--- src/design/apa102_pkg.sv ---
// Shared types and constants for the APA102 frame encoder.
// Depends on nothing; used by the palette RAM, the byte sequencer and the top level.
package apa102_pkg;

  // Palette geometry.
  localparam int PAL_ENTRIES = 16;
  localparam int PAL_AW      = (PAL_ENTRIES > 1) ? $clog2(PAL_ENTRIES) : 1;

  // Byte constants of the strip protocol.
  localparam logic [7:0] BYTE_ZERO = 8'h00;
  localparam logic [7:0] HDR_BASE  = 8'hE0;
  localparam logic [7:0] BYTE_FILL = 8'hFF;

  // Bytes in a start frame or a pixel, and the width of the byte counter
  // (a finish frame runs up to sixteen bytes).
  localparam int FRAME_BYTES = 4;
  localparam int LEFT_W      = 5;

  typedef enum logic [1:0] {
    REQ_START   = 2'd0,
    REQ_PIXEL   = 2'd1,
    REQ_FINISH  = 2'd2,
    REQ_PALETTE = 2'd3
  } req_t;

  typedef enum logic [1:0] {
    CFG_BRIGHTNESS = 2'd0,
    CFG_RED_POS    = 2'd1,
    CFG_GREEN_POS  = 2'd2,
    CFG_BLUE_POS   = 2'd3
  } cfg_idx_t;

  typedef struct packed {
    logic [4:0] brightness;
    logic [1:0] red_pos;
    logic [1:0] green_pos;
    logic [1:0] blue_pos;
  } cfg_t;

  typedef struct packed {
    logic [7:0] red;
    logic [7:0] green;
    logic [7:0] blue;
  } rgb_t;

  // One request waiting for the byte sequencer.
  typedef struct packed {
    req_t       req;
    logic       use_pal;
    logic [7:0] color;
    logic [7:0] count;
  } job_t;

endpackage

--- src/design/apa102_palette_ram.sv ---
// Palette memory: one write port and one registered read port.
// Depends on apa102_pkg for depth and entry type.
module apa102_palette_ram (
  input  logic                         clk,
  input  logic                         wr_en,
  input  logic [apa102_pkg::PAL_AW-1:0] wr_addr,
  input  apa102_pkg::rgb_t             wr_data,
  input  logic                         rd_en,
  input  logic [apa102_pkg::PAL_AW-1:0] rd_addr,
  output apa102_pkg::rgb_t             rd_data
);

  apa102_pkg::rgb_t mem [apa102_pkg::PAL_ENTRIES];
  apa102_pkg::rgb_t rd_data_r;

  // Write port.
  always_ff @(posedge clk) begin
    if (wr_en) begin
      mem[wr_addr] <= wr_data;
    end
  end

  // Read port; the data holds until the next read.
  always_ff @(posedge clk) begin
    if (rd_en) begin
      rd_data_r <= mem[rd_addr];
    end
  end

  assign rd_data = rd_data_r;

endmodule

--- src/design/apa102_byte_seq.sv ---
// Byte sequencer: expands one request into its bytes and drives the output register.
// Depends on apa102_pkg for the request, config and colour types.
module apa102_byte_seq (
  input  logic              clk,
  input  logic              rst_n,
  input  logic              job_valid,
  input  apa102_pkg::job_t  job,
  input  apa102_pkg::rgb_t  pal,
  input  apa102_pkg::cfg_t  cfg,
  output logic              job_take,
  output logic              out_valid,
  input  logic              out_stall,
  output logic [7:0]        out_spi_byte,
  output logic              out_last_byte
);

  logic                          seq_valid_r, seq_valid_nxt;
  logic [apa102_pkg::LEFT_W-1:0] left_r, left_nxt;
  logic [31:0]                   bytes_r, bytes_nxt;
  logic                          out_valid_r, out_valid_nxt;
  logic [7:0]                    spi_byte_r, spi_byte_nxt;
  logic                          last_byte_r, last_byte_nxt;

  logic                          out_load;
  logic                          seq_free;
  logic                          on_last;
  logic [7:0]                    red, green, blue;
  logic [7:0]                    slot0, slot1, slot2;
  logic [31:0]                   load_bytes;
  logic [apa102_pkg::LEFT_W-1:0] load_left;

  // Handshake between the sequencer and the output register.
  assign on_last  = (left_r == apa102_pkg::LEFT_W'(1));
  assign out_load = seq_valid_r && (!out_valid_r || !out_stall);
  assign seq_free = !seq_valid_r || (out_load && on_last);
  assign job_take = job_valid && seq_free;

  // Pixel colour: palette entry or flame colour from the low five index bits.
  always_comb begin
    if (job.use_pal) begin
      red   = pal.red;
      green = pal.green;
      blue  = pal.blue;
    end else begin
      red   = 8'({job.color[4:0], 1'b0}) + 8'd2;
      green = 8'(job.color[4:0]) + 8'd1;
      blue  = apa102_pkg::BYTE_ZERO;
    end
  end

  // Slot placement: later channels override earlier ones, position three places nothing.
  always_comb begin
    slot0 = apa102_pkg::BYTE_ZERO;
    slot1 = apa102_pkg::BYTE_ZERO;
    slot2 = apa102_pkg::BYTE_ZERO;
    if (cfg.red_pos == 2'd0) slot0 = red;
    if (cfg.red_pos == 2'd1) slot1 = red;
    if (cfg.red_pos == 2'd2) slot2 = red;
    if (cfg.green_pos == 2'd0) slot0 = green;
    if (cfg.green_pos == 2'd1) slot1 = green;
    if (cfg.green_pos == 2'd2) slot2 = green;
    if (cfg.blue_pos == 2'd0) slot0 = blue;
    if (cfg.blue_pos == 2'd1) slot1 = blue;
    if (cfg.blue_pos == 2'd2) slot2 = blue;
  end

  // Bytes and byte count of the request being loaded.
  always_comb begin
    case (job.req)
      apa102_pkg::REQ_START: begin
        load_bytes = {4{apa102_pkg::BYTE_ZERO}};
        load_left  = apa102_pkg::LEFT_W'(apa102_pkg::FRAME_BYTES);
      end
      apa102_pkg::REQ_PIXEL: begin
        load_bytes = {apa102_pkg::HDR_BASE | {3'b000, cfg.brightness}, slot0, slot1, slot2};
        load_left  = apa102_pkg::LEFT_W'(apa102_pkg::FRAME_BYTES);
      end
      apa102_pkg::REQ_FINISH: begin
        load_bytes = {4{apa102_pkg::BYTE_FILL}};
        load_left  = apa102_pkg::LEFT_W'(job.count[7:4]) + apa102_pkg::LEFT_W'(1);
      end
      default: begin
        load_bytes = {4{apa102_pkg::BYTE_ZERO}};
        load_left  = apa102_pkg::LEFT_W'(apa102_pkg::FRAME_BYTES);
      end
    endcase
  end

  // Sequencer state: load a new request or shift out one byte.
  always_comb begin
    seq_valid_nxt = seq_valid_r;
    left_nxt      = left_r;
    bytes_nxt     = bytes_r;
    if (job_take) begin
      seq_valid_nxt = 1'b1;
      left_nxt      = load_left;
      bytes_nxt     = load_bytes;
    end else if (out_load) begin
      seq_valid_nxt = !on_last;
      left_nxt      = left_r - apa102_pkg::LEFT_W'(1);
      bytes_nxt     = {bytes_r[23:0], apa102_pkg::BYTE_FILL};
    end
  end

  // Output register.
  always_comb begin
    out_valid_nxt = out_valid_r;
    spi_byte_nxt  = spi_byte_r;
    last_byte_nxt = last_byte_r;
    if (out_load) begin
      out_valid_nxt = 1'b1;
      spi_byte_nxt  = bytes_r[31:24];
      last_byte_nxt = on_last;
    end else if (!out_stall) begin
      out_valid_nxt = 1'b0;
    end
  end

  always_ff @(posedge clk) begin
    if (!rst_n) begin
      seq_valid_r <= 1'b0;
      out_valid_r <= 1'b0;
    end else begin
      seq_valid_r <= seq_valid_nxt;
      out_valid_r <= out_valid_nxt;
    end
  end

  always_ff @(posedge clk) begin
    left_r      <= left_nxt;
    bytes_r     <= bytes_nxt;
    spi_byte_r  <= spi_byte_nxt;
    last_byte_r <= last_byte_nxt;
  end

  assign out_valid     = out_valid_r;
  assign out_spi_byte  = spi_byte_r;
  assign out_last_byte = last_byte_r;

endmodule

--- src/design/apa102_led_frame_encoder.sv ---
// Top level of the APA102 frame encoder: config registers, request slot, palette and sequencer.
// Depends on apa102_pkg, apa102_palette_ram and apa102_byte_seq.
//
//   channel | direction | handshake          | payload
//   in_     | input     | in_valid/in_stall  | req_type, color_index, led_count, entry_*
//   out_    | output    | out_valid/out_stall| spi_byte, last_byte
//   cfg_    | input     | cfg_valid/cfg_ready| cfg_index, cfg_data
//
// One byte leaves per cycle while out_stall is low: start and pixel requests give 4 bytes,
// a finish request gives (led_count>>4)+1 bytes, and a palette write gives none.
// The byte sequencer sets the rate; the next request loads in the cycle its predecessor
// hands out its last byte. The palette read is issued on the accept beat and is ready
// in the cycle after it. rst_n is synchronous; the palette is not cleared. Output stalls
// back up through the sequencer into in_stall; cfg_ready is always high.
module apa102_led_frame_encoder (
  input  logic       clk,
  input  logic       rst_n,
  input  logic       in_valid,
  output logic       in_stall,
  input  logic [1:0] in_req_type,
  input  logic [7:0] in_color_index,
  input  logic [7:0] in_led_count,
  input  logic [3:0] in_entry_index,
  input  logic [7:0] in_entry_red,
  input  logic [7:0] in_entry_green,
  input  logic [7:0] in_entry_blue,
  output logic       out_valid,
  input  logic       out_stall,
  output logic [7:0] out_spi_byte,
  output logic       out_last_byte,
  input  logic       cfg_valid,
  output logic       cfg_ready,
  input  logic [1:0] cfg_index,
  input  logic [7:0] cfg_data
);

  apa102_pkg::cfg_t cfg_r, cfg_nxt;
  logic             job_valid_r, job_valid_nxt;
  apa102_pkg::job_t job_r, job_nxt;

  apa102_pkg::req_t req;
  apa102_pkg::rgb_t wr_rgb;
  apa102_pkg::rgb_t pal_rgb;
  logic             accept;
  logic             job_take;
  logic             is_pal_idx;
  logic             pal_wr_en;
  logic             pal_rd_en;

  // Configuration registers.
  assign cfg_ready = 1'b1;

  always_comb begin
    cfg_nxt = cfg_r;
    if (cfg_valid && cfg_ready) begin
      case (apa102_pkg::cfg_idx_t'(cfg_index))
        apa102_pkg::CFG_BRIGHTNESS: cfg_nxt.brightness = cfg_data[4:0];
        apa102_pkg::CFG_RED_POS:    cfg_nxt.red_pos    = cfg_data[1:0];
        apa102_pkg::CFG_GREEN_POS:  cfg_nxt.green_pos  = cfg_data[1:0];
        apa102_pkg::CFG_BLUE_POS:   cfg_nxt.blue_pos   = cfg_data[1:0];
        default:                    cfg_nxt            = cfg_r;
      endcase
    end
  end

  always_ff @(posedge clk) begin
    if (!rst_n) begin
      cfg_r.brightness <= 5'd31;
      cfg_r.red_pos    <= 2'd0;
      cfg_r.green_pos  <= 2'd1;
      cfg_r.blue_pos   <= 2'd2;
    end else begin
      cfg_r <= cfg_nxt;
    end
  end

  // Input accept: the request slot is free or empties this cycle.
  assign req        = apa102_pkg::req_t'(in_req_type);
  assign in_stall   = job_valid_r && !job_take;
  assign accept     = in_valid && !in_stall;
  assign is_pal_idx = (in_color_index < 8'(apa102_pkg::PAL_ENTRIES));

  // Palette access is issued on the accept beat.
  assign pal_wr_en = accept && (req == apa102_pkg::REQ_PALETTE) &&
                     (8'(in_entry_index) < 8'(apa102_pkg::PAL_ENTRIES));
  assign pal_rd_en = accept && (req == apa102_pkg::REQ_PIXEL) && is_pal_idx;
  assign wr_rgb    = '{red: in_entry_red, green: in_entry_green, blue: in_entry_blue};

  // Request slot ahead of the sequencer; palette writes do not occupy it.
  always_comb begin
    job_valid_nxt = job_valid_r;
    job_nxt       = job_r;
    if (job_take) begin
      job_valid_nxt = 1'b0;
    end
    if (accept && (req != apa102_pkg::REQ_PALETTE)) begin
      job_valid_nxt   = 1'b1;
      job_nxt.req     = req;
      job_nxt.use_pal = is_pal_idx;
      job_nxt.color   = in_color_index;
      job_nxt.count   = in_led_count;
    end
  end

  always_ff @(posedge clk) begin
    if (!rst_n) begin
      job_valid_r <= 1'b0;
    end else begin
      job_valid_r <= job_valid_nxt;
    end
  end

  always_ff @(posedge clk) begin
    job_r <= job_nxt;
  end

  apa102_palette_ram u_pal (
    .clk     (clk),
    .wr_en   (pal_wr_en),
    .wr_addr (apa102_pkg::PAL_AW'(in_entry_index)),
    .wr_data (wr_rgb),
    .rd_en   (pal_rd_en),
    .rd_addr (apa102_pkg::PAL_AW'(in_color_index)),
    .rd_data (pal_rgb)
  );

  apa102_byte_seq u_seq (
    .clk           (clk),
    .rst_n         (rst_n),
    .job_valid     (job_valid_r),
    .job           (job_r),
    .pal           (pal_rgb),
    .cfg           (cfg_r),
    .job_take      (job_take),
    .out_valid     (out_valid),
    .out_stall     (out_stall),
    .out_spi_byte  (out_spi_byte),
    .out_last_byte (out_last_byte)
  );

endmodule

--- config.mk ---
export PLATFORM = sky130hd
export DESIGN_NAME = apa102_led_frame_encoder
export DESIGN_NICKNAME = d
export VERILOG_FILES = /design/src/design/apa102_pkg.sv /design/src/design/apa102_palette_ram.sv /design/src/design/apa102_byte_seq.sv /design/src/design/apa102_led_frame_encoder.sv
export SDC_FILE = /design/constraint.sdc
export NUM_CORES = 1
export LEC_CHECK = 0
export BUFFER_PORTS_ARGS = -buffer_cell sky130_fd_sc_hd__buf_2
export CAP_MARGIN = 10
export CORE_MARGIN = 10
export CORE_UTILIZATION = 55
export DETAILED_ROUTE_END_ITERATION = 8
export PLACE_DENSITY = 0.75
export SLEW_MARGIN = 20
export SYNTH_ARGS = -nofsm -noshare
export SYNTH_HDL_FRONTEND = slang
export SYNTH_SLANG_ARGS = --single-unit
export TNS_END_PERCENT = 30
--- constraint.sdc ---
create_clock -name clk -period 4.2 [get_ports clk]
set_clock_uncertainty 0.1 [all_clocks]
set_input_delay 1.05 -clock clk [delete_from_list [all_inputs] [get_ports clk]]
set_output_delay 1.05 -clock clk [all_outputs]
set_load 0.01 [all_outputs]
==> results.yml, run 1 <==
sta:
  fmax_mhz: 304
  final-hold-violation-count: 0
  finalCriticalPeriod_ps: 3290
  fin_setup_tns_ps: 0
  holdWs_ps: 319
  slew_violations: 0
  finalSetupViolations: 0
  maxSlewHeadroom_pct: 45.9
  fin_crit_sh_pct: 78.3
  rsz0062_at_grt: "no"
  tightest_slew_ps: 812
setup_path:
  cp-start-kind: "flip-flop"
  critPathArrivalTime_ps: 2140
  cp.required_ps: 3050
  r2r_setup_slack_ps: 1070
  critPathMaxStageDelay_ps: 500
  crit_chain: "inv_1 -> ha_1 -> or4b_4 -> o211ai_2 -> inv_1 -> buf_2"
  r2r_cells: 7
  cp_slowest_cell: "or4b_4"
  worstSetupPathType: "flip-flop to output port"
  cpMostUsedCell: "inv_1"
  crit_fanout: 4
  critPathCaptureType: "output port"
run:
  max_cap_violations: 0
finish:
  fin_util_pct: 63.2
  area_growth_syn_to_layout_pct: 13.3
  final_area_um2: 21800
  drive_above_1_share_pct: 28.9
  final_cell_mix: "466 x edfxtp_1, 120 x mux4_2, 62 x buf_2"
  fin_nets: 1126
  fill_cells: 2329
  layout_commonest_cell: "edfxtp_1"
routing:
  viasPerCell: 6.30
  met2_length_um: 20600
  dr_wl_met3_um: 3290
  top_layer_used: "met5"
  wirelength_um: 41800
  dr_total_vias: 9785
  routedWlPerCell_um: 26.9
  wl_met1_um: 16500
  drtIter0Drc: 1019
  detail-route-antenna-nets: 0
  dr.pass1.iters: 5
  drc_errors: 0
placement:
  dpl_cell_area_um2: 20300
  io_buffers: 64
  dp_hpwl_um: 24300
  gp_congestion: 0.908
min_path:
  holdCritPathClass: "flip-flop to flip-flop"
  holdPathStages: 0
die:
  fp-row-count: 68
  core_um2: 34500
  die_h_um: 207
  dieArea_um2: 42900
  die_w_um: 207
  num_io_pins: 73
  start_util_pct: 55.8
synthesis:
  synth_flop_cell: "edfxtp_1"
  ys_seq_area_share_pct: 74.1
  yosysWarnings: 0
  async_reset_ff_share_pct: 0
  synthesis.area_um2: 19300
  syn_inst: 961
  synth-edff-count: 466
  synth_nets: 1028
  ys_ff_latch: 480
  synth.distinct_cells: 69
  synth_area_per_cell_um2: 20.0
global_route:
  antenna_found_initial: 3
  grt_overflow: 0
  grt_max_degree: 46
  grt_pass1_wl_um: 63300
  grt.total_usage_pct: 19.4
  grt_pass1_vias: 9784
clock_tree:
  cts_buffer_depth: 3
  numCtsBuffers: 49
  cts_sinks: 480
  cts_tree: "yes"
  postCtsSetupBuffers: 0
  clkSlewWorstSetupHoldPaths_ps: 60
  cts_hold_buffers: 0
  cts_max_level: 2
  root_buffer: "clkbuf_16"
  post_cts_resized: 0
  clk_latency_ps: 580
power_and_ir_drop:
  irDropWorstVdd_v: 0.000408
  power.leakage_nw: 7.03
  power_density_nw_per_um2: 458
outcome:
  status: "completed"
final timing paths:
check | endpoint | startpoint
worst max register to register | u_pal.mem[0][20] | u_seq.left_r[1]
worst min register to register | u_seq.out_spi_byte[5] | u_seq.bytes_r[29]
worst min-delay path | u_seq.out_spi_byte[5] | u_seq.bytes_r[29]
worst max-delay path | in_stall | u_seq.left_r[1]
layout make-up:
class | instances | area, µm² | share of cell area (%)
multi-input cells | 412 | 4760 | 21.8
diodes | 1 | 2.50 | 0.0115
clock inverters | 28 | 221 | 1.01
well taps | 455 | 569 | 2.61
clock buffers | 60 | 1270 | 5.80
flip-flops and latches | 480 | 14300 | 65.4
repair buffers | 103 | 697 | 3.19
inverters | 13 | 48.8 | 0.223
power by group:
part           leakage (nW)  internal (W)  switching [W]
clock network         0.728       0.00233        0.00173
logic                  1.98      0.000234       0.000327
registers              4.32       0.00534      0.0000359
cells in the mapped netlist (4+ instances only):
library cell / instances / area share, %
a221oi_1: 11 / 0.50
edfxtp_1: 466 / 73
clkbuf_1: 29 / 0.56
o21ai_1: 9 / 0.23
mux4_2: 120 / 14
nor3_1: 18 / 0.47
nand2_1: 31 / 0.60
nand4_1: 4 / 0.13
o31ai_1: 13 / 0.51
nand2b_1: 13 / 0.42
a211oi_1: 5 / 0.19
nor2b_1: 15 / 0.49
a21oi_1: 25 / 0.65
nor2_1: 23 / 0.45
nand3_1: 5 / 0.13
o211ai_1: 5 / 0.19
ha_1: 6 / 0.39
nor4_1: 7 / 0.23
buf_8: 4 / 0.31
inv_1: 12 / 0.23
o311ai_1: 8 / 0.36
buf_1: 6 / 0.12
mux2i_1: 15 / 0.78
buf_2: 11 / 0.29
o21ai_0: 11 / 0.29
dfxtp_1: 14 / 1.5
o2111ai_1: 4 / 0.18
state kept, by name, summed over array words and instances, names as in the netlist:
register	cells
cfg_r	11
job_r	12
job_valid_r	1
u_pal.mem	384
u_pal.rd_data	24
u_seq.bytes_r	32
u_seq.left_r	5
u_seq.out_last_byte	1
u_seq.out_spi_byte	8
u_seq.out_valid	1
u_seq.seq_valid_r	1
cell families (layout without fill, tap and decap cells):
| logic type | count (synthesis) | after routing | share of synthesized area, % |
|---|---|---|---|
| buf+inv | 69 | 204 | 1.79 |
| other cells | 1 | 2 | 0.0195 |
| xor+xnor | 6 | 6 | 0.273 |
| fa+ha+maj | 6 | 6 | 0.390 |
| flops | 480 | 480 | 74.1 |
| simple gates | 145 | 145 | 4.22 |
| compound gates | 119 | 119 | 4.42 |
| mux | 135 | 135 | 14.8 |
layer usage:
metal | vias to the layer above | global-route usage (%)
li1 | 4232 | -
met1 | 5018 | 26.0
met2 | 446 | 31.2
met3 | 85 | 3.66
met4 | 4 | 7.55
met5 | - | 0
critical path: cells and delay by family (launching register included):
family | cells | cell delay (ps)
fa+ha+maj | 1 | 130
flops | 1 | 380
compound gates | 1 | 220
simple gates | 1 | 500
buf+inv | 3 | 340
per-stage QoR:
step	instances	worst slack, ps	power [W]
final	1552	911	0.0100
after global routing	1551	801	0.0103
after detailed placement	1463	780	0.00604
after CTS	1551	870	0.0101
after floorplan	961	-336	0.00583
after global placement	1463	827	0.00602
Note: power is estimated with default switching activity, not from simulation.
==> run 2: changes to the inputs <==
==> constraint.sdc (replaced) <==
create_clock -name clk -period 2.8 [get_ports clk]
set_clock_uncertainty 0.1 [all_clocks]
set_input_delay 0.7 -clock clk [delete_from_list [all_inputs] [get_ports clk]]
set_output_delay 0.7 -clock clk [all_outputs]
set_load 0.01 [all_outputs]
==> run 2 against run 1 <==
Effect of this change: the run now ends with setup timing left; sequential share of layout area shrank 2.5 points; hold slack lost 100 ps; sequential cell count is the same; routed wire length grew 5.9%; design area grew 4.0%; register-to-register slack lost 1100 ps; clock power grew 57%; combinational power grew 65%; sequential power grew 50%; critical path type unchanged; critical endpoint unchanged.
==> results.yml, run 2 (same netlist as run 1, synthesis figures left out) <==
setup_path:
  cp-start-kind: "flip-flop"
  worstSetupPathType: "flip-flop to output port"
  cpMostUsedCell: "inv_2"
  r2r_setup_slack_ps: -20
  cp_slowest_cell: "or4b_4"
  crit_fanout: 2
  critPathMaxStageDelay_ps: 480
  crit_chain: "inv_2 -> ha_1 -> or4b_4 -> o211ai_4 -> inv_2 -> buf_6"
  critPathArrivalTime_ps: 2050
  cp.required_ps: 2000
  critPathCaptureType: "output port"
sta:
  final-hold-violation-count: 0
  finalCriticalPeriod_ps: 2850
  setup_slack_ps: -46.8
  finalSetupViolations: 13
  tightest_slew_ps: 799
  maxSlewHeadroom_pct: 46.6
  fin_crit_sh_pct: 102
  fmax_mhz: 351
  rsz0062_at_grt: "yes"
  slew_violations: 0
die:
  core_um2: 34500
  start_util_pct: 55.8
  dieArea_um2: 42900
  num_io_pins: 73
  die_h_um: 207
  fp-row-count: 68
  die_w_um: 207
global_route:
  grtUsageMet2_pct: 32.1
  antenna_found_initial: 5
  use_met1_pct: 26.3
  use_met3_pct: 3.56
  grt_pass1_wl_um: 64500
  grt_overflow: 0
  grt.total_usage_pct: 19.6
  grt_max_degree: 33
  grt_pass1_vias: 10100
  grt_busiest_layer: "met2"
finish:
  regMostFlops: "u_pal.mem"
  layout_commonest_cell: "edfxtp_1"
  finalNonFillerCells: 1574
  fin_nets: 1149
  largest_reg_flops: 384
  drive_above_1_share_pct: 30.8
  fill_cells: 2267
  area_growth_syn_to_layout_pct: 17.8
  final_cell_mix: "466 x edfxtp_1, 120 x mux4_2, 61 x buf_2"
min_path:
  holdCritPathClass: "input pin to flip-flop"
clock_tree:
  cts_sinks: 480
  clkSlewWorstSetupHoldPaths_ps: 60
  clk_latency_ps: 570
  cts_buffer_depth: 3
  numCtsBuffers: 47
  root_buffer: "clkbuf_16"
  cts_tree: "yes"
  cts_max_level: 2
placement:
  placed_cells: 1471
  io_buffers: 64
  dp_hpwl_um: 24200
  pre_cts_slack_ps: 163
  gp_congestion: 0.824
outcome:
  status: "finished, violations left"
  violations: "setup timing"
routing:
  wirelength_um: 44300
  drc_errors: 0
  routedWlPerCell_um: 28.1
  detail-route-antenna-nets: 0
  dr.pass1.iters: 5
  dr_total_vias: 10200
  drtIter0Drc: 1085
  viasPerCell: 6.45
power_and_ir_drop:
  power.leakage_nw: 7.38
  irDropWorstVdd_v: 0.000515
  power_density_nw_per_um2: 678
run:
  max_cap_violations: 0
run 2: cell types whose count changed in the layout (fill, tap and decap cells not counted), sizes merged:
cell    delta
bufinv     +4
buf       +19
clkbuf     +1
inv        -3
clkinv     +1
run 2: final cells by class:
class                           count  area, µm²  area share, %
Tap cell                          455        569           2.51
Sequential cell                   480      14300           62.9
Timing Repair Buffer              128       1370           6.04
Clock buffer                       55       1230           5.41
Antenna cell                        1       2.50         0.0110
Inverter                           13       48.8          0.215
Multi-Input combinational cell    412       4860           21.4
Clock inverter                     30        353           1.55
run 2: path summary, 6_finish.rpt:
path	start	endpoint	depth (start not counted)
setup / recovery	u_seq.left_r[1]	in_stall	6
hold / removal	in_led_count[4]	job_r[4]	1
setup reg to reg	u_seq.left_r[1]	u_pal.mem[3][17]	11
hold reg to reg	u_seq.bytes_r[31]	u_seq.out_spi_byte[7]	0
run 2: report_power, final:
part | internal, W | switching [W] | total (W)
combinational | 0.000399 | 0.000527 | 0.000925
clock | 0.00379 | 0.00260 | 0.00639
sequential | 0.00801 | 0.0000516 | 0.00806
run 2: worst max-delay path: cells and delay by family (launching register included):
family	cells	cell delay [ps]
and+or+nand+nor	1	480
DFF	1	420
buffers and inverters	3	260
AOI/OAI and AO/OA	1	200
adders and majority gates	1	130
run 2: repair_timing:
action	CTS	global route
setup buffers	4	8
hold buffers	0	0
gates resized for setup	3	2
pin swaps	3	7
setup endpoints to repair	1	241
gates cloned	0	6
run 2: routing by layer:
layer	vias to the layer above	share of wire [%]
met1	5317	40
met2	474	51
met3	82	7.1
li1	4276	-
met5	-	0.11
met4	8	2.5
run 2: metrics by stage:
stage	setup TNS [ps]	area, µm²	utilization (%)	hold slack (ps)	total power [W]
6_report	-165	22700	65.7	217	0.0154
5_1_grt	-1020	22700	65.7	207	0.0158
4_1_cts	-97.2	22400	64.9	208	0.0155
3_5_place_dp	0	20800	60.2	308	0.00911
3_3_place_gp	0	20800	60.2	302	0.00908
2_1_floorplan	-32670	19500	-	300	0.00877
==> run 3: changes to the inputs <==
--- a/config.mk
+++ b/config.mk
@@ -5,12 +5,12 @@
 export SDC_FILE = /design/constraint.sdc
 export NUM_CORES = 1
 export LEC_CHECK = 0
+export ABC_AREA = 1
 export BUFFER_PORTS_ARGS = -buffer_cell sky130_fd_sc_hd__buf_2
 export CAP_MARGIN = 10
-export CORE_MARGIN = 10
-export CORE_UTILIZATION = 55
+export CORE_UTILIZATION = 56
 export DETAILED_ROUTE_END_ITERATION = 8
-export PLACE_DENSITY = 0.75
+export PLACE_DENSITY = 0.76
 export SLEW_MARGIN = 20
 export SYNTH_ARGS = -nofsm -noshare
 export SYNTH_HDL_FRONTEND = slang
==> run 3 against run 2 <==
Effect of this change: the run now ends clean; design area up 0.49%; sequential cell count unchanged; combinational power up 9%; clock-buffer cell count up 5; critical endpoint unchanged; sequential power about the same; utilization down 0.32 points; maximum frequency up 5.8%; clock power down 2%; largest cell class unchanged; area after synthesis up 4.0%; register-to-register slack better by 290 ps; final cell count up 33%.
==> results.yml, run 3 <==
outcome:
  status: "completed"
finish:
  antenna_cells: 0
  fin_nets: 1676
  area_growth_syn_to_layout_pct: 13.8
  final_cell_mix: "466 x edfxtp_1, 171 x nand2_1, 149 x a21oi_1"
  multi_input_area_um2: 4840
  register_area_um2: 14300
  fill_cells: 2472
  fin_util_pct: 65.4
  layout_commonest_cell: "edfxtp_1"
  finalNonFillerCells: 2098
  regMostFlops: "u_pal.mem"
  largest_reg_flops: 384
  drive_above_1_share_pct: 13.0
min_path:
  holdPathStages: 1
  holdCritStartpoint: "in_led_count[4]"
  min_to: "job_r[4]"
  holdCritPathClass: "input pin to flip-flop"
sta:
  final-hold-violation-count: 0
  rsz0062_at_grt: "no"
  fin_crit_sh_pct: 96.1
  fin_setup_tns_ps: 0
  fmax_mhz: 371
  finalSetupViolations: 0
  maxSlewHeadroom_pct: 49.3
  slew_violations: 0
  finalCriticalPeriod_ps: 2690
  holdWs_ps: 210
  tightest_slew_ps: 760
synthesis:
  yosys.area.top_type: "edfxtp_1"
  synth_nets: 1600
  ys_ff_latch: 480
  synth_top_cells_by_area: "edfxtp_1 70%, mux2i_1 4.8%, o211ai_1 3.9%"
  synth-edff-count: 466
  synth.top_cell.area_share_pct: 69.8
  synth_area_per_cell_um2: 13.1
  yosysWarnings: 0
  synthesis.area_um2: 20000
  synth_common_cells: "466 x edfxtp_1, 171 x nand2_1, 149 x a21oi_1"
  synth_flop_cell: "edfxtp_1"
  async_reset_ff_share_pct: 0
  yosysMostFrequentCell: "edfxtp_1"
  syn_inst: 1533
  synth.distinct_cells: 35
  ys_seq_area_share_pct: 71.2
setup_path:
  critPathCaptureType: "output port"
  cp.required_ps: 2000
  cp_slowest_cell: "edfxtp_1"
  crit_chain: "ha_1 -> nand3_1 -> nor2_2 -> nand2_1 -> nand2_2 -> inv_2 -> nand2_2 -> inv_1 -> buf_2"
  critPathArrivalTime_ps: 1890
  worstSetupPathType: "flip-flop to output port"
  cp-start-kind: "flip-flop"
  crit_family: "flip-flops"
  critPathMaxStageDelay_ps: 420
  r2r_cells: 13
  crit_fanout: 3
  reg2reg_from: "u_seq.left_r[1]"
  path_buf_inv: 3
  r2r_end: "u_pal.mem[4][13]"
  cpMostUsedCell: "nand2_2"
  r2r_setup_slack_ps: 270
power_and_ir_drop:
  pwr-share-seq_pct: 52.6
  power_density_nw_per_um2: 671
  switching_share_pct: 21.8
  total_power_w: 0.0153
  p_switching_w: 0.00333
  irDropWorstVdd_v: 0.000585
  pwr-share-comb_pct: 6.6
  p_clk_share_pct: 40.8
  power.leakage_nw: 8.28
  p_int_w: 0.0120
placement:
  io_buffers: 64
  placed_cells: 2015
  gp_congestion: 0.903
  dp_hpwl_um: 25400
die:
  die_h_um: 191
  die_w_um: 191
  fp-row-count: 68
  num_io_pins: 73
  core_um2: 34900
  dieArea_um2: 36600
  start_util_pct: 57.5
clock_tree:
  cts_hold_buffers: 0
  root_buffer: "clkbuf_16"
  cts_max_level: 2
  clkSlewWorstSetupHoldPaths_ps: 60
  cts_tree: "yes"
  numCtsBuffers: 47
  clk_latency_ps: 570
  cts_buffer_depth: 3
  cts_sinks: 480
routing:
  met2_length_um: 22700
  top_layer_used: "met4"
  detail-route-antenna-nets: 0
  dr.pass1.iters: 6
  viasPerCell: 5.94
  drc_errors: 0
  drtIter0Drc: 1063
  wl_met1_um: 17900
  wirelength_um: 45100
  dr_total_vias: 12500
  dr_wl_met3_um: 3190
  routedWlPerCell_um: 21.5
global_route:
  grt_pass1_vias: 12100
  antenna_found_initial: 1
  grt_overflow: 0
  grt.total_usage_pct: 25.2
  grt_pass1_wl_um: 68800
  grt_max_degree: 58
run:
  max_cap_violations: 0
==> run 3: timing repair <==
| action | 4_1_cts | 5_1_grt |
|---|---|---|
| resized for setup | 0 | 1 |
| buffers inserted | 0 | 0 |
| setup endpoints to repair | 0 | 1 |
==> run 3: worst register-to-register path, cell delays in order (launching register included) <==
cell      delay, ps
edfxtp_1        370
inv_2            80
ha_1            140
nand3_1          90
nor2_2          120
nand2_1          90
nand2_2          90
inv_2            70
nand2_2          90
nand2_2          50
inv_1            80
nand2_2         330
nor2_2          270
buf_12          240
==> run 3: cell families after synthesis <==
group           after synthesis  share of synthesized area (%)
other cells                   1                         0.0187
flops                       480                           71.2
xor+xnor                      6                          0.262
compound gates              402                           11.4
simple gates                310                           6.73
fa+ha+maj                     6                          0.375
mux                          96                           4.79
buf+inv                     232                           5.25
==> run 3: worst max-delay path by stage <==
stage               slack, ps            start  cells past startpoint               end
detailed placement        170        out_stall                     11  u_pal.mem[4][13]
finish                    110  u_seq.left_r[0]                      9          in_stall
global placement          210        out_stall                     11   u_pal.mem[4][9]
global route               10  u_seq.left_r[0]                      9          in_stall
CTS                        80  u_seq.left_r[0]                      9          in_stall
floorplan                -200        out_stall                      7  u_pal.mem[11][0]
==> run 3: stage by stage <==
| stage | setup slack (ps) | area [µm²] |
|---|---|---|
| global route | 10.1 | 22800 |
| global placement | 206 | 21300 |
| finish | 108 | 22800 |
| detailed placement | 167 | 21300 |
| CTS | 79.5 | 22800 |
| floorplan | -197 | 20100 |
==> run 3: per-layer routing <==
| layer | vias up | global-route usage, % |
|---|---|---|
| met1 | 6097 | 32.3 |
| li1 | 5761 | - |
| met4 | 0 | 8.64 |
| met3 | 92 | 4.20 |
| met5 | - | 0 |
| met2 | 505 | 43.3 |
==> run 3: area by class of cell <==
| type | instances | area share, % |
|---|---|---|
| sequential | 480 | 62.6 |
| clock buffer | 60 | 5.65 |
| tap | 455 | 2.50 |
| clock inverter | 23 | 1.09 |
| timing repair buffer | 113 | 4.61 |
| multi-input combinational | 821 | 21.2 |
| inverter | 146 | 2.40 |
==> run 3: power by group through the flow <==
| stage | Sequential, W | Clock (W) | Combinational (W) |
|---|---|---|---|
| 6_report | 0.00806 | 0.00624 | 0.00101 |
| 5_1_grt | 0.00806 | 0.00660 | 0.00111 |
| 4_1_cts | 0.00806 | 0.00631 | 0.00100 |
| 3_5_place_dp | 0.00821 | 0 | 0.000995 |
| 3_3_place_gp | 0.00820 | 0 | 0.000963 |
| 2_1_floorplan | 0.00821 | 0 | 0.000627 |
